## src/rtl/lrc_pkg.sv

```systemverilog
// Shared constants and types for the linear range calibrator.
package lrc_pkg;

  localparam int unsigned DataW   = 32;
  localparam int unsigned ProdW   = 2 * DataW;
  localparam int unsigned QuoW    = 36;
  localparam int unsigned CfgIdxW = 3;

  localparam logic signed [DataW-1:0] RawLowRst  = 32'sd0;
  localparam logic signed [DataW-1:0] RawHighRst = 32'sd65535;
  localparam logic signed [DataW-1:0] CalLowRst  = 32'sd0;
  localparam logic signed [DataW-1:0] CalHighRst = 32'sd65535;

  localparam logic signed [DataW-1:0] ValMax = 32'sh7fff_ffff;
  localparam logic signed [DataW-1:0] ValMin = 32'sh8000_0000;

  typedef enum logic [CfgIdxW-1:0] {
    RegRawLow  = 3'd0,
    RegRawHigh = 3'd1,
    RegCalLow  = 3'd2,
    RegCalHigh = 3'd3,
    RegClampEn = 3'd4
  } lrc_reg_e;

  // One step of the restoring divider: partial remainder plus a shift word that
  // holds the unused dividend bits on top and the quotient bits found so far below.
  typedef struct packed {
    logic             neg;
    logic             ovf;
    logic [DataW-1:0] rem;
    logic [QuoW-1:0]  nq;
  } lrc_div_t;

endpackage

```

## src/rtl/lrc_div_stage.sv

```systemverilog
// One registered step of the restoring divider: one quotient bit per stage.
module lrc_div_stage (
  input  logic                        clk_i,
  input  logic                        rst_ni,
  input  logic                        en_i,
  input  logic [lrc_pkg::DataW-1:0]   den_i,
  input  logic                        vld_i,
  input  lrc_pkg::lrc_div_t           stg_i,
  output logic                        vld_o,
  output lrc_pkg::lrc_div_t           stg_o
);
  import lrc_pkg::*;

  logic [DataW:0] trial;
  logic [DataW:0] diff;
  logic           fits;
  lrc_div_t       stg_d;
  lrc_div_t       stg_q;
  logic           vld_q;

  always_comb begin
    trial     = {stg_i.rem, stg_i.nq[QuoW-1]};
    diff      = trial - {1'b0, den_i};
    fits      = (trial >= {1'b0, den_i});
    stg_d.neg = stg_i.neg;
    stg_d.ovf = stg_i.ovf;
    // remainder stays below the divisor, so it fits in DataW bits
    stg_d.rem = fits ? diff[DataW-1:0] : trial[DataW-1:0];
    stg_d.nq  = {stg_i.nq[QuoW-2:0], fits};
  end

  always_ff @(posedge clk_i or negedge rst_ni) begin
    if (!rst_ni) begin
      vld_q <= 1'b0;
    end else if (en_i) begin
      vld_q <= vld_i;
    end
  end

  always_ff @(posedge clk_i) begin
    if (en_i) begin
      stg_q <= stg_d;
    end
  end

  assign vld_o = vld_q;
  assign stg_o = stg_q;

endmodule

```

## config.mk

```make
export PLATFORM = sky130hd
export DESIGN_NAME = lrc_div_stage
export DESIGN_NICKNAME = d
export VERILOG_FILES = /design/src/rtl/lrc_pkg.sv /design/src/rtl/lrc_div_stage.sv
export SDC_FILE = /design/constraint.sdc
export NUM_CORES = 1
export LEC_CHECK = 0
export ABC_AREA = 1
export BUFFER_PORTS_ARGS = -buffer_cell sky130_fd_sc_hd__buf_4
export CAP_MARGIN = 20
export CORE_ASPECT_RATIO = 1.25
export CORE_UTILIZATION = 30
export DETAILED_ROUTE_END_ITERATION = 10
export GPL_ROUTABILITY_DRIVEN = 0
export GPL_TIMING_DRIVEN = 0
export SLEW_MARGIN = 5
export SYNTH_ARGS = -nofsm -noshare
export SYNTH_HDL_FRONTEND = slang
export SYNTH_SLANG_ARGS = --single-unit
```

## constraint.sdc

```tcl
create_clock -name clk_i -period 1.05 [get_ports clk_i]
set_clock_uncertainty 0.2 [all_clocks]
set_input_delay 0.1575 -clock clk_i [delete_from_list [all_inputs] [get_ports clk_i]]
set_output_delay 0.1575 -clock clk_i [all_outputs]
set_load 0.02 [all_outputs]
```

---- After elaboration in Yosys (flattened, before gate mapping) ----
Cells that the tools add are included.
operators by class
  muxes and demuxes ....................... 1
  bitwise operators ....................... 0
  shift operators ......................... 0
  divide/modulo/power cells ............... 0
  multiply operators ...................... 0
  $lt $le $gt $ge ......................... 1
  add/subtract/negate cells ............... 1
  equal/unequal tests ..................... 0
  reductions and logical operators ........ 0
operator list
  operator          count
  $ge A33 B32 Y1    1
  $mux W32          1
  $sub A32 B32 Y32  1
word-level totals
  bits in read-only memories .............. 0
  flip-flop bits (word level) ............. 71
  memory bits (writable) .................. 0
  word-level logic and storage cells ...... 8
  bits of input ports ..................... 106
  latch bits .............................. 0
  memories kept ........................... 0

---- Depth between registers and ports, before layout ----
  depth after elaboration ................. 2
  gate-level depth with buffers ........... 16
  mapped depth without buffers ............ 14

---- Worst setup path before layout ----
OpenSTA, ideal clock, no wires.
  path kind ............................... in2reg
  start ................................... input port stg_i[35] (netlist bit)
  end ..................................... register stg_q (netlist bit stg_o[52]), data pin
  slack ................................... -0.905 ns
  required time ........................... 0.598 ns
  stages .................................. 13
  path buffers ............................ 0
  arrival ................................. 1.503 ns
  cells stage by stage .................... inv_1 -> ha_1 -> fa_1 -> inv_1 -> nand3_1 -> nand3_1 -> nand2_1 -> nand3_1 -> nand3_1 -> nand2_1 -> nand2_1 -> nand3_2 -> nand2_1
RTL lines
  element               line                 RTL
  start, declared       lrc_div_stage.sv:8   input lrc_pkg::lrc_div_t stg_i,
  end signal, assigned  lrc_div_stage.sv:42  stg_q <= stg_d;
  end, declared         lrc_div_stage.sv:18  lrc_div_t stg_q;

==> results.json <==
{
  "status": "complete, but fails checks",
  "violations": "hold timing, setup timing",
  "setup_tns_ns": -36.91,
  "worstPathRequired_ns": 0.95,
  "cts_max_path_buffers": 2,
  "fmaxAchievable_mhz": 542,
  "wire_per_inst_microns": 13.6,
  "cts-root-buf": "clkbuf_16",
  "rsz0062_at_grt": "yes",
  "io_pins": 177,
  "slew_viol_final": 0,
  "slew_headroom": 0.639,
  "first_pass_iters": 4,
  "place.detailed.hpwl_microns": 12100,
  "cap_violations": 0,
  "wl_microns": 16400,
  "track_usage": 0.179,
  "first_global_vias": 5409,
  "gr-usage-met2": 0.350,
  "nets": 1113,
  "crit_fanout": 8,
  "synth_area_sq_mm": 0.00530,
  "cts.reportedPaths.clkPinSlew_ns": 0.07,
  "dieWidth_microns": 121,
  "h-tree-depth": 3,
  "hold_ws_ns": -0.0491,
  "portBuffers": 176,
  "synth_fp_nets": 858,
  "crit_type": "in2reg",
  "grt_max_degree": 72,
  "num_rows": 53,
  "slowest_stage": "nor2_4",
  "n_fill_cell": 1574,
  "hold_viol": 28,
  "synth-main-ff-cell": "edfxtp_1",
  "avgSynthCellArea_sq_um": 7.37,
  "final_cell_mix": "nand2_1 (194), buf_4 (121), inv_1 (119)",
  "route.detailed.drc": 0,
  "grt_pass1_wl_microns": 25100,
  "grt_antenna_before_repair": 0,
  "cp_cell_sequence": "buf_4 -> inv_4 -> ha_4 -> nand2_4 -> inv_2 -> nand2_2 -> nand2_2 -> a21oi_2 -> nand2_2 -> nor2_4 -> nand2_8 -> clkbuf_16 -> nand3_2 -> nand2_1",
  "initial_core_util": 0.311,
  "dieArea_sq_mm": 0.0182,
  "dp_cells": 1115,
  "period_share": 1.76,
  "place_ws_ns": -1.37,
  "cp-start-kind": "input port",
  "yosys_warnings": 0,
  "worst_path_most_repeated_cell": "nand2_2",
  "final_common_cell": "nand2_1",
  "cts_tree": "done",
  "vias_per_cell": 4.46,
  "worst_slack_ns": -0.796,
  "busiest_layer": "met2",
  "antenna_cells": 0,
  "final-setup-viol-count": 105,
  "core_sq_mm": 0.0170,
  "fin_cells": 1199,
  "p_per_area_mw_per_mm2": 1200,
  "ant_nets": 0,
  "vdd_drop_max_uv": 736,
  "drtIter0Drc": 215,
  "end_kind": "register",
  "ys_seq_area_frac": 0.401,
  "critPathBufInv": 4,
  "gr-total-overflow": 0,
  "die_h_microns": 151,
  "met3_usage": 0.0330,
  "crit_family": "simple AND/OR/NAND/NOR gates",
  "synthCells": 719,
  "p_leak_nw": 4.44,
  "cts_buffers": 9,
  "multi_input_area_sq_mm": 0.00344,
  "ys_seq_elements": 71,
  "slowest_delay_ns": 0.25,
  "hold_path.class": "in2reg",
  "clk-insertion-delay-late_ns": 0.33,
  "drive_above_1_share": 0.432,
  "synth_cell_types": 28,
  "worstPathArrival_ns": 1.74,
  "synthArstFlopShare": 0.0141,
  "grtUsageMet1": 0.187,
  "area_growth_syn_to_layout_pct": 72.1,
  "synth-edff-count": 70,
  "final_area_sq_mm": 0.00912,
  "tightest_slew_ns": 0.541,
  "vias": 5351,
  "seq_area_sq_mm": 0.00213,
  "finalCriticalPeriod_ns": 1.85,
  "place_area_sq_mm": 0.00722,
  "cts.sinks": 71
}
-- routing by layer --
layer  part of all wire  routed length [microns]
met5                  0                        0
met4              0.026                      424
met2               0.53                     8750
met3              0.050                      824
met1               0.39                     6370
-- state kept, by name (all words and copies together) (netlist names) --
signal / flops
stg_o: 70
vld_o: 1
-- repair_timing --
action                     in CTS  in global routing
hold endpoints to repair       69                 24
hold buffers                   41                  1
pin swaps                      13                 28
setup buffers                  17                  7
cloned                          1                  2
setup endpoints to repair     175                105
resized for setup             172                 96
-- Yosys cell counts, types with 6 or more instances --
master	number	area (sq um)
nand2_1	274	1030
inv_1	150	563
edfxtp_1	70	2100
nand3_1	56	280
nor2_1	34	128
ha_1	32	400
a21oi_1	21	105
xor2_1	13	114
nand3_2	11	110
nand3b_1	11	82.6
and2_1	8	50.1
buf_2	7	35.0
nor3_1	6	30.0
-- worst reg2reg max path, stage by stage, from the launching register on --
cell and delay [ns]:
dfrtp_1 0.40, buf_6 0.12, mux2_4 0.26
-- report_power, final --
group | total (W) | internal (W) | switching, W
Sequential | 0.00367 | 0.00352 | 0.000143
Clock | 0.00290 | 0.00161 | 0.00129
Combinational | 0.00435 | 0.00210 | 0.00225
-- layout make-up --
type | instances | share of cell area
plain buffers | 9 | 0.0126
clock buffers | 10 | 0.0251
clock inverters | 6 | 0.00508
inverters | 150 | 0.0634
multi-input cells | 488 | 0.377
flip-flops and latches | 71 | 0.233
well taps | 220 | 0.0302
repair buffers | 245 | 0.253
-- worst paths after layout --
check	slack, ns	start	end	cells past startpoint
min in group asynchronous	0.47	rst_ni	vld_o	3
max in group asynchronous	0.07	rst_ni	vld_o	3
hold reg to reg	0.45	vld_o	vld_o	2
setup reg to reg	-0.05	vld_o	vld_o	2
setup / recovery	-0.80	den_i[27]	stg_o[57]	14
hold / removal	-0.05	stg_i[59]	stg_o[60]	3
-- per-stage QoR --
stage	util	total power (W)	hold slack, ns
2_1_floorplan	-	0.00564	-0.338
3_3_place_gp	0.424	0.00690	-0.267
3_5_place_dp	0.424	0.00694	-0.267
4_1_cts	0.510	0.0106	-0.0752
5_1_grt	0.535	0.0115	-0.0428
6_report	0.535	0.0109	-0.0491
-- logic make-up (layout without fill, tap and decap cells) --
group,after synthesis,after routing,share of synthesized area
buffers and inverters,160,420,0.123
AO/OA/AOI/OAI,25,25,0.0246
multiplexers,1,1,0.00212
XOR/XNOR,14,14,0.0231
adder cells (fa/ha/maj),33,33,0.0793
AND/OR/NAND/NOR,415,415,0.347
flip-flops,71,71,0.401
Note: power is estimated with default switching activity, not from simulation.
